--- src/sv/tbhr_pkg.sv ---
package tbhr_pkg;

	localparam int unsigned BTN_MARGIN = 8;
	localparam int unsigned BTN_GAP = 8;
	localparam int unsigned BTN_HEIGHT = 50;
	localparam int unsigned BTN_COUNT = 4;
	localparam int unsigned ROW_MIN_WIDTH = BTN_MARGIN * 2 + BTN_GAP * 3;
	localparam int unsigned ROW_MIN_HEIGHT = BTN_MARGIN + BTN_HEIGHT;

	localparam logic [2:0] BTN_NONE = 3'd0;
	localparam logic [2:0] BTN_REPEAT_LO = 3'd3;
	localparam logic [2:0] BTN_REPEAT_HI = 3'd4;

	localparam logic [1:0] CFG_DISP_WIDTH = 2'd0;
	localparam logic [1:0] CFG_DISP_HEIGHT = 2'd1;
	localparam logic [1:0] CFG_REPEAT_START = 2'd2;
	localparam logic [1:0] CFG_REPEAT_PERIOD = 2'd3;

	localparam logic [11:0] RST_DISP_WIDTH = 12'd240;
	localparam logic [11:0] RST_DISP_HEIGHT = 12'd320;
	localparam logic [15:0] RST_REPEAT_START = 16'd400;
	localparam logic [15:0] RST_REPEAT_PERIOD = 16'd150;

	typedef struct packed {
		logic [11:0] disp_width;
		logic [11:0] disp_height;
	} geom_cfg_t;

	typedef struct packed {
		logic [15:0] repeat_start_ms;
		logic [15:0] repeat_period_ms;
	} rep_cfg_t;

	typedef struct packed {
		logic        touch_down;
		logic [11:0] touch_x;
		logic [11:0] touch_y;
		logic        edit_view;
		logic [31:0] now_ms;
	} touch_item_t;

	typedef struct packed {
		logic       command_valid;
		logic [2:0] command_button;
		logic       command_is_press;
		logic       redraw_needed;
		logic [2:0] current_button;
	} result_t;

endpackage

--- src/sv/tbhr_hit.sv ---
module tbhr_hit (
	input  logic                 touch_down,
	input  logic [11:0]          touch_x,
	input  logic [11:0]          touch_y,
	input  tbhr_pkg::geom_cfg_t  geom,
	output logic [2:0]           hit
);

	logic [9:0]  bw;
	logic [10:0] step;
	logic [11:0] row_top;
	logic [12:0] row_end;
	logic        row_ok;
	logic [13:0] left;
	logic [13:0] right;
	logic [13:0] x_ext;

	assign bw = 10'((geom.disp_width - 12'(tbhr_pkg::ROW_MIN_WIDTH)) >> 2);
	assign step = {1'b0, bw} + 11'(tbhr_pkg::BTN_GAP);
	assign row_top = geom.disp_height - 12'(tbhr_pkg::ROW_MIN_HEIGHT);
	assign row_end = {1'b0, row_top} + 13'(tbhr_pkg::BTN_HEIGHT);
	assign x_ext = {2'b00, touch_x};

	assign row_ok = touch_down
		&& (geom.disp_width >= 12'(tbhr_pkg::ROW_MIN_WIDTH))
		&& (geom.disp_height >= 12'(tbhr_pkg::ROW_MIN_HEIGHT))
		&& (touch_y >= row_top) && ({1'b0, touch_y} < row_end);

	// scan from the right so the leftmost match wins
	always_comb begin
		hit = tbhr_pkg::BTN_NONE;
		left = '0;
		right = '0;
		for (int i = tbhr_pkg::BTN_COUNT - 1; i >= 0; i--) begin
			left = 14'(tbhr_pkg::BTN_MARGIN) + 14'(i) * {3'b000, step};
			right = left + {4'b0000, bw};
			if (row_ok && x_ext >= left && x_ext < right) begin
				hit = 3'(i + 1);
			end
		end
	end

endmodule

--- src/sv/tbhr_ctrl.sv ---
module tbhr_ctrl (
	input  logic                   clk,
	input  logic                   arst_n,
	input  logic                   step_en,
	input  tbhr_pkg::touch_item_t  item,
	input  logic [2:0]             hit,
	input  tbhr_pkg::rep_cfg_t     rep,
	output tbhr_pkg::result_t      res
);

	logic        held_q;
	logic        action_sent_q;
	logic [2:0]  held_button_q;
	logic [31:0] hold_start_q;
	logic [31:0] last_repeat_q;

	logic        held_d;
	logic        action_sent_d;
	logic [2:0]  held_button_d;
	logic [31:0] hold_start_d;
	logic [31:0] last_repeat_d;

	logic [31:0] since_start;
	logic [31:0] since_repeat;
	logic        repeating;
	logic        due;

	assign since_start = item.now_ms - hold_start_q;
	assign since_repeat = item.now_ms - last_repeat_q;
	assign repeating = item.edit_view
		&& (hit == tbhr_pkg::BTN_REPEAT_LO || hit == tbhr_pkg::BTN_REPEAT_HI);
	assign due = (since_start >= {16'd0, rep.repeat_start_ms})
		&& (since_repeat >= {16'd0, rep.repeat_period_ms});

	always_comb begin
		held_d = held_q;
		action_sent_d = action_sent_q;
		held_button_d = held_button_q;
		hold_start_d = hold_start_q;
		last_repeat_d = last_repeat_q;
		res = '0;
		if (hit != tbhr_pkg::BTN_NONE) begin
			if (!held_q) begin
				held_d = 1'b1;
				held_button_d = hit;
				action_sent_d = repeating;
				hold_start_d = item.now_ms;
				last_repeat_d = item.now_ms;
				res.redraw_needed = 1'b1;
				if (repeating) begin
					res.command_valid = 1'b1;
					res.command_is_press = 1'b1;
					res.command_button = hit;
				end
			end else if (held_button_q == hit && repeating && due) begin
				last_repeat_d = item.now_ms;
				action_sent_d = 1'b1;
				res.command_valid = 1'b1;
				res.command_is_press = 1'b1;
				res.command_button = hit;
			end
		end else if (held_q) begin
			held_d = 1'b0;
			action_sent_d = 1'b0;
			held_button_d = tbhr_pkg::BTN_NONE;
			res.redraw_needed = 1'b1;
			if (held_button_q != tbhr_pkg::BTN_NONE && !action_sent_q) begin
				res.command_valid = 1'b1;
				res.command_button = held_button_q;
			end
		end
		res.current_button = held_button_d;
	end

	always_ff @(posedge clk or negedge arst_n) begin
		if (!arst_n) begin
			held_q <= 1'b0;
			action_sent_q <= 1'b0;
			held_button_q <= tbhr_pkg::BTN_NONE;
			hold_start_q <= '0;
			last_repeat_q <= '0;
		end else if (step_en) begin
			held_q <= held_d;
			action_sent_q <= action_sent_d;
			held_button_q <= held_button_d;
			hold_start_q <= hold_start_d;
			last_repeat_q <= last_repeat_d;
		end
	end

endmodule

--- src/sv/touch_button_hold_repeat.sv ---
// Channel   Dir  Width  Contents
// s_*       in   64     touch sample
// m_*       out  16     button result
// cfg_*     in   2+16   register write (width, height, repeat start, repeat period)
//
// One sample per cycle while the result register is not stalled.
// Input register, then hit test and hold/repeat update, then result register.
// Reset clears the hold state and loads 240, 320, 400 and 150 into the registers.
// A stalled result holds in the result register; the input register keeps
// taking samples while the result register can drain.
module touch_button_hold_repeat (
	input  logic        clk,
	input  logic        arst_n,
	input  logic        s_tvalid,
	output logic        s_tready,
	// [0] touch_down, [12:1] touch_x, [24:13] touch_y, [25] edit_view, [57:26] now_ms
	input  logic [63:0] s_tdata,
	output logic        m_tvalid,
	input  logic        m_tready,
	// [0] command_valid, [3:1] command_button, [4] command_is_press,
	// [5] redraw_needed, [8:6] current_button
	output logic [15:0] m_tdata,
	input  logic        cfg_we,
	input  logic [1:0]  cfg_index,
	input  logic [15:0] cfg_wdata
);

	tbhr_pkg::geom_cfg_t   geom_q;
	tbhr_pkg::rep_cfg_t    rep_q;
	tbhr_pkg::touch_item_t item_in;
	tbhr_pkg::touch_item_t item_s1;
	logic                  valid_s1;
	tbhr_pkg::result_t     res_comb;
	tbhr_pkg::result_t     res_s2;
	logic                  valid_s2;
	logic                  s_xfer;
	logic                  adv;
	logic [2:0]            hit;

	assign item_in.touch_down = s_tdata[0];
	assign item_in.touch_x = s_tdata[12:1];
	assign item_in.touch_y = s_tdata[24:13];
	assign item_in.edit_view = s_tdata[25];
	assign item_in.now_ms = s_tdata[57:26];

	assign adv = valid_s1 && (!valid_s2 || m_tready);
	assign s_tready = !valid_s1 || adv;
	assign s_xfer = s_tvalid && s_tready;

	always_ff @(posedge clk or negedge arst_n) begin
		if (!arst_n) begin
			geom_q.disp_width <= tbhr_pkg::RST_DISP_WIDTH;
			geom_q.disp_height <= tbhr_pkg::RST_DISP_HEIGHT;
			rep_q.repeat_start_ms <= tbhr_pkg::RST_REPEAT_START;
			rep_q.repeat_period_ms <= tbhr_pkg::RST_REPEAT_PERIOD;
		end else if (cfg_we) begin
			case (cfg_index)
				tbhr_pkg::CFG_DISP_WIDTH: geom_q.disp_width <= cfg_wdata[11:0];
				tbhr_pkg::CFG_DISP_HEIGHT: geom_q.disp_height <= cfg_wdata[11:0];
				tbhr_pkg::CFG_REPEAT_START: rep_q.repeat_start_ms <= cfg_wdata;
				tbhr_pkg::CFG_REPEAT_PERIOD: rep_q.repeat_period_ms <= cfg_wdata;
				default: ;
			endcase
		end
	end

	always_ff @(posedge clk or negedge arst_n) begin
		if (!arst_n) begin
			valid_s1 <= 1'b0;
		end else if (s_xfer) begin
			valid_s1 <= 1'b1;
		end else if (adv) begin
			valid_s1 <= 1'b0;
		end
	end

	always_ff @(posedge clk) begin
		if (s_xfer) begin
			item_s1 <= item_in;
		end
	end

	tbhr_hit u_hit (
		.touch_down (item_s1.touch_down),
		.touch_x    (item_s1.touch_x),
		.touch_y    (item_s1.touch_y),
		.geom       (geom_q),
		.hit        (hit)
	);

	tbhr_ctrl u_ctrl (
		.clk     (clk),
		.arst_n  (arst_n),
		.step_en (adv),
		.item    (item_s1),
		.hit     (hit),
		.rep     (rep_q),
		.res     (res_comb)
	);

	always_ff @(posedge clk or negedge arst_n) begin
		if (!arst_n) begin
			valid_s2 <= 1'b0;
		end else if (adv) begin
			valid_s2 <= 1'b1;
		end else if (m_tready) begin
			valid_s2 <= 1'b0;
		end
	end

	always_ff @(posedge clk) begin
		if (adv) begin
			res_s2 <= res_comb;
		end
	end

	assign m_tvalid = valid_s2;
	assign m_tdata = {7'd0, res_s2.current_button, res_s2.redraw_needed,
		res_s2.command_is_press, res_s2.command_button, res_s2.command_valid};

endmodule

--- config.mk ---
export PLATFORM = sky130hd
export DESIGN_NAME = touch_button_hold_repeat
export DESIGN_NICKNAME = d
export VERILOG_FILES = /design/src/sv/tbhr_pkg.sv /design/src/sv/tbhr_hit.sv /design/src/sv/tbhr_ctrl.sv /design/src/sv/touch_button_hold_repeat.sv
export SDC_FILE = /design/constraint.sdc
export NUM_CORES = 1
export LEC_CHECK = 0
export BUFFER_PORTS_ARGS = -buffer_cell sky130_fd_sc_hd__buf_2
export CAP_MARGIN = 25
export CELL_PAD_IN_SITES_DETAIL_PLACEMENT = 1
export CELL_PAD_IN_SITES_GLOBAL_PLACEMENT = 1
export CORE_UTILIZATION = 53
export DETAILED_ROUTE_END_ITERATION = 6
export PLACE_DENSITY_LB_ADDON = 0.1
export REMOVE_ABC_BUFFERS = 1
export SYNTH_ARGS = -nofsm -noshare
export SYNTH_HDL_FRONTEND = slang
export SYNTH_SLANG_ARGS = --single-unit
--- constraint.sdc ---
create_clock -name clk -period 23.2 [get_ports clk]
set_input_delay 1.16 -clock clk [delete_from_list [all_inputs] [get_ports clk]]
set_output_delay 1.16 -clock clk [all_outputs]
set_load 0.01 [all_outputs]
==> impl_metrics.csv <==
group,metric,value,unit
sta,worst_pin_slew,1.025,ns
detailed_routing,vias,13560,
detailed_routing,vias_per_cell,6.076,
detailed_routing,route.detailed.drc,0,
cts,holdBufCountCts,0,
synthesis,ys.warnings.count,0,
sta,holdWs,0.5100,ns
job,max_cap_viol_count,0,
grt,grt-ovfl-total,0,
sta,finalSetupTns,0,ns
pwr,pwr-share-clk,0.113,
critical_path,cp_num_buf_inv,3,
critical_path,r2r-end,"u_ctrl.hold_start_q[1]",
pwr,switching_share,0.4764,
die,die_y,180.1,um
pwr,power_frac_seq,0.193,
pwr,irDropWorstVdd,76.04,uV
pwr,p_leak,8.276,nW
die,row_count,64,
critical_path,arrival,9.85,ns
sta,fin_worst_skew,0.01325,ns
sta,relSlewSlack,0.3167,
critical_path,max_stage_delay,0.90,ns
cts,cts_sinks,194,
min_path,hold_start,"u_ctrl.hold_start_q[18]",
outcome,run_status,"completed",
finish,register_area,5206,um2
critical_path,crit_family,"compound AO/OA/AOI/OAI gates",
critical_path,crit_top_cell,"ha_1",
finish,fillers,3495,
grt,grt_pass1_vias,14720,
sta,finalSetupViolCount,0,
detailed_routing,wl_per_cell,20.46,um
placement,gp_congestion,0.8903,
cts,cts_setup_buffers,0,
cts,cts_tree,"done",
finish,drive_gt1_frac,0.1619,
cts,path_clk_slew,0.08,ns
cts,cts_root_buffer,"clkbuf_16",
critical_path,r2r_setup_slack,13.71,ns
placement,port_buffers,91,
sta,fin_ws,13.71,ns
detailed_routing,first_pass_iters,4,
placement,placed_cells,2197,
cts,clk_path_buf_depth,2,
min_path,hp-class,"register to register",
cts,cts_buffers,17,
critical_path,worstPathRequired,23.56,ns
detailed_routing,first_iter_violations,458,
finish,synthToLayoutAreaGrowth,8.069,%
grt,grt_max_degree,73,
detailed_routing,ant_nets,0,
sta,layout_min_cycle_time,9.486,ns
pwr,powerDensity,150.1,nW/um2
die,die_width,180.1,um
cts,insertion_delay,0.47,ns
critical_path,critical_path_class,"register to register",
critical_path,crit_end,"u_ctrl.hold_start_q[1]",
die,start_util,0.5438,
synthesis,async_flop_share,0.6546,
grt,antenna_found_initial,0,
finish,nets,2133,
pwr,p_int,1.428,mW
synthesis,ys_types,93,
finish,stdcell_count,2231,
synthesis,yosys_register_bits,194,
cts,cts_resized,0,
synthesis,synth-edff-count,67,
finish,multi_input_area,10720,um2
grt,grt_pass1_wl,75380,um
finish,final_area,18160,um2
synthesis,synth_area,16810,um2
synthesis,syn_avg_cell_area,9.610,um2
sta,rsz0062_at_grt,"no",
pwr,p_comb_frac,0.694,
critical_path,startpoint,"geom_q[15]",
critical_path,path_depth,30,
sta,slew_violations,0,
grt,grtUsageTotal,0.2915,
die,die-area,32430,um2
critical_path,r2r-start,"geom_q[15]",
critical_path,reg2reg_depth,30,
sta,post-route-period-util,0.4089,
die,io_pins,105,
synthesis,synthCells,1749,
synthesis,yosysSeqAreaShare,0.3097,
placement,hpwlAfterDp,35310,um
placement,pre_cts_ws,13.88,ns
sta,hold_viol_final,0,
critical_path,critPathCaptureType,"register",
die,coreArea,30910,um2
critical_path,worstSetupStartpointType,"register",
detailed_routing,routed_wl,45650,um
critical_path,worstPathMaxFanout,33,
placement,dpl_cell_area,17540,um2
finish,diodes,0,
pwr,p_sw,1.299,mW
synthesis,synth_flop_cell,"dfrtp_1",
critical_path,slowest_stage,"or3_2",
cts,h-tree-depth,4,
sta,fmax,105.4,MHz
-- registers in the layout, summed over array words and instances (netlist names) --
signal,flops
u_ctrl.hold_start_q,32
item_s1,58
u_ctrl.held_q,1
m_tdata,9
valid_s1,1
m_tvalid,1
u_ctrl.action_sent_q,1
u_ctrl.last_repeat_q,32
rep_q,32
geom_q,24
u_ctrl.held_button_q,3
-- Yosys cell counts (9+ instances only) --
library cell | number | area share
a211oi_1 | 23 | 0.010
a31oi_1 | 15 | 0.0056
edfxtp_1 | 67 | 0.12
nand4_1 | 25 | 0.0093
nand2b_1 | 24 | 0.0089
buf_6 | 9 | 0.0060
o21ai_0 | 101 | 0.030
a21oi_1 | 128 | 0.038
or2_2 | 9 | 0.0033
mux2_4 | 58 | 0.052
clkbuf_1 | 23 | 0.0051
o21a_1 | 26 | 0.012
nor3_1 | 34 | 0.010
xnor2_1 | 72 | 0.038
and3_1 | 11 | 0.0041
nand3_1 | 22 | 0.0066
dfrtp_1 | 114 | 0.17
buf_4 | 9 | 0.0040
and2_1 | 13 | 0.0048
o21bai_1 | 9 | 0.0040
o31ai_1 | 11 | 0.0049
nor2b_1 | 25 | 0.0093
dfstp_2 | 13 | 0.020
inv_1 | 168 | 0.038
a2111oi_0 | 9 | 0.0047
mux2_2 | 59 | 0.040
xor2_1 | 51 | 0.027
o211ai_1 | 18 | 0.0080
a21o_1 | 27 | 0.012
nand2_1 | 107 | 0.024
nor2_1 | 91 | 0.020
ha_1 | 220 | 0.16
nor4_1 | 15 | 0.0056
-- power groups by stage --
stage / Combinational, mW / Clock (mW) / Sequential, mW
final: 1.89 / 0.308 / 0.525
after global routing: 2.12 / 0.324 / 0.537
after CTS: 1.89 / 0.313 / 0.525
after detailed placement: 1.86 / 0 / 0.528
after global placement: 1.77 / 0 / 0.521
after floorplan: 1.42 / 0 / 0.505
-- kinds of logic after synthesis --
logic type      Yosys count  share of synthesized area
compound gates          448                     0.1763
xor+xnor                127                    0.06900
fa+ha+maj               226                     0.1697
buf+inv                 217                    0.05493
flops                   194                     0.3097
mux                     124                    0.09550
other cells               1                  0.0002231
simple gates            412                     0.1246
-- worst register-to-register path, delay by kind of cell, from the launching register on --
| kind | cells | cell delay, ns |
|---|---|---|
| adder cells (fa/ha/maj) | 5 | 2.02 |
| AO/OA/AOI/OAI | 11 | 2.56 |
| XOR/XNOR | 4 | 1.01 |
| multiplexers | 1 | 0.46 |
| buffers and inverters | 3 | 0.68 |
| AND/OR/NAND/NOR | 6 | 2.06 |
| flip-flops | 1 | 0.60 |
-- worst min-delay path by stage --
stage	end	slack, ns	depth (start not counted)
6_report	u_ctrl.hold_start_q[18]	0.51	1
3_3_place_gp	u_ctrl.hold_start_q[0]	0.47	2
3_5_place_dp	u_ctrl.hold_start_q[0]	0.48	2
2_1_floorplan	u_ctrl.hold_start_q[0]	0.45	2
4_1_cts	m_tvalid	0.50	1
5_1_grt	u_ctrl.last_repeat_q[10]	0.51	1
-- per-layer routing --
layer,routed length [um],vias up,track usage
li1,-,6482,-
met1,20000,6758,0.3553
met2,23210,226,0.5264
met3,1051,90,0.03274
met4,1387,0,0.1128
met5,0,-,0
-- placed cells by master, fill, tap and decap left out, drive strengths merged, types with 11 or more instances in the layout --
master	n
ha	220
inv	179
a21oi	128
mux2	117
dfrtp	114
nand2	107
o21ai	103
buf	97
nor2	92
xnor2	74
edfxtp	67
xor2	52
nor3	36
a21o	27
o21a	26
nor2b	25
nand4	25
a211oi	25
nand2b	24
nand3	22
o211ai	19
clkbuf	19
nor4	16
a31oi	15
dfstp	13
and2	13
and3	11
o31ai	11
a2111oi	11
-- final cells by class --
type                            count  area share
Clock buffer                       19     0.02555
Sequential cell                   194      0.2866
Clock inverter                     13    0.006888
Tap cell                          396     0.02728
Multi-Input combinational cell   1344      0.5900
Inverter                          168     0.03472
Timing Repair Buffer               97     0.02900
-- stage by stage --
stage                 util  power, mW
detailed placement  0.5674      2.389
global placement    0.5674      2.296
CTS                 0.5864      2.731
floorplan                -      1.927
finish              0.5877      2.727
global route        0.5877      2.979
Power figures use the tool's default switching activity.
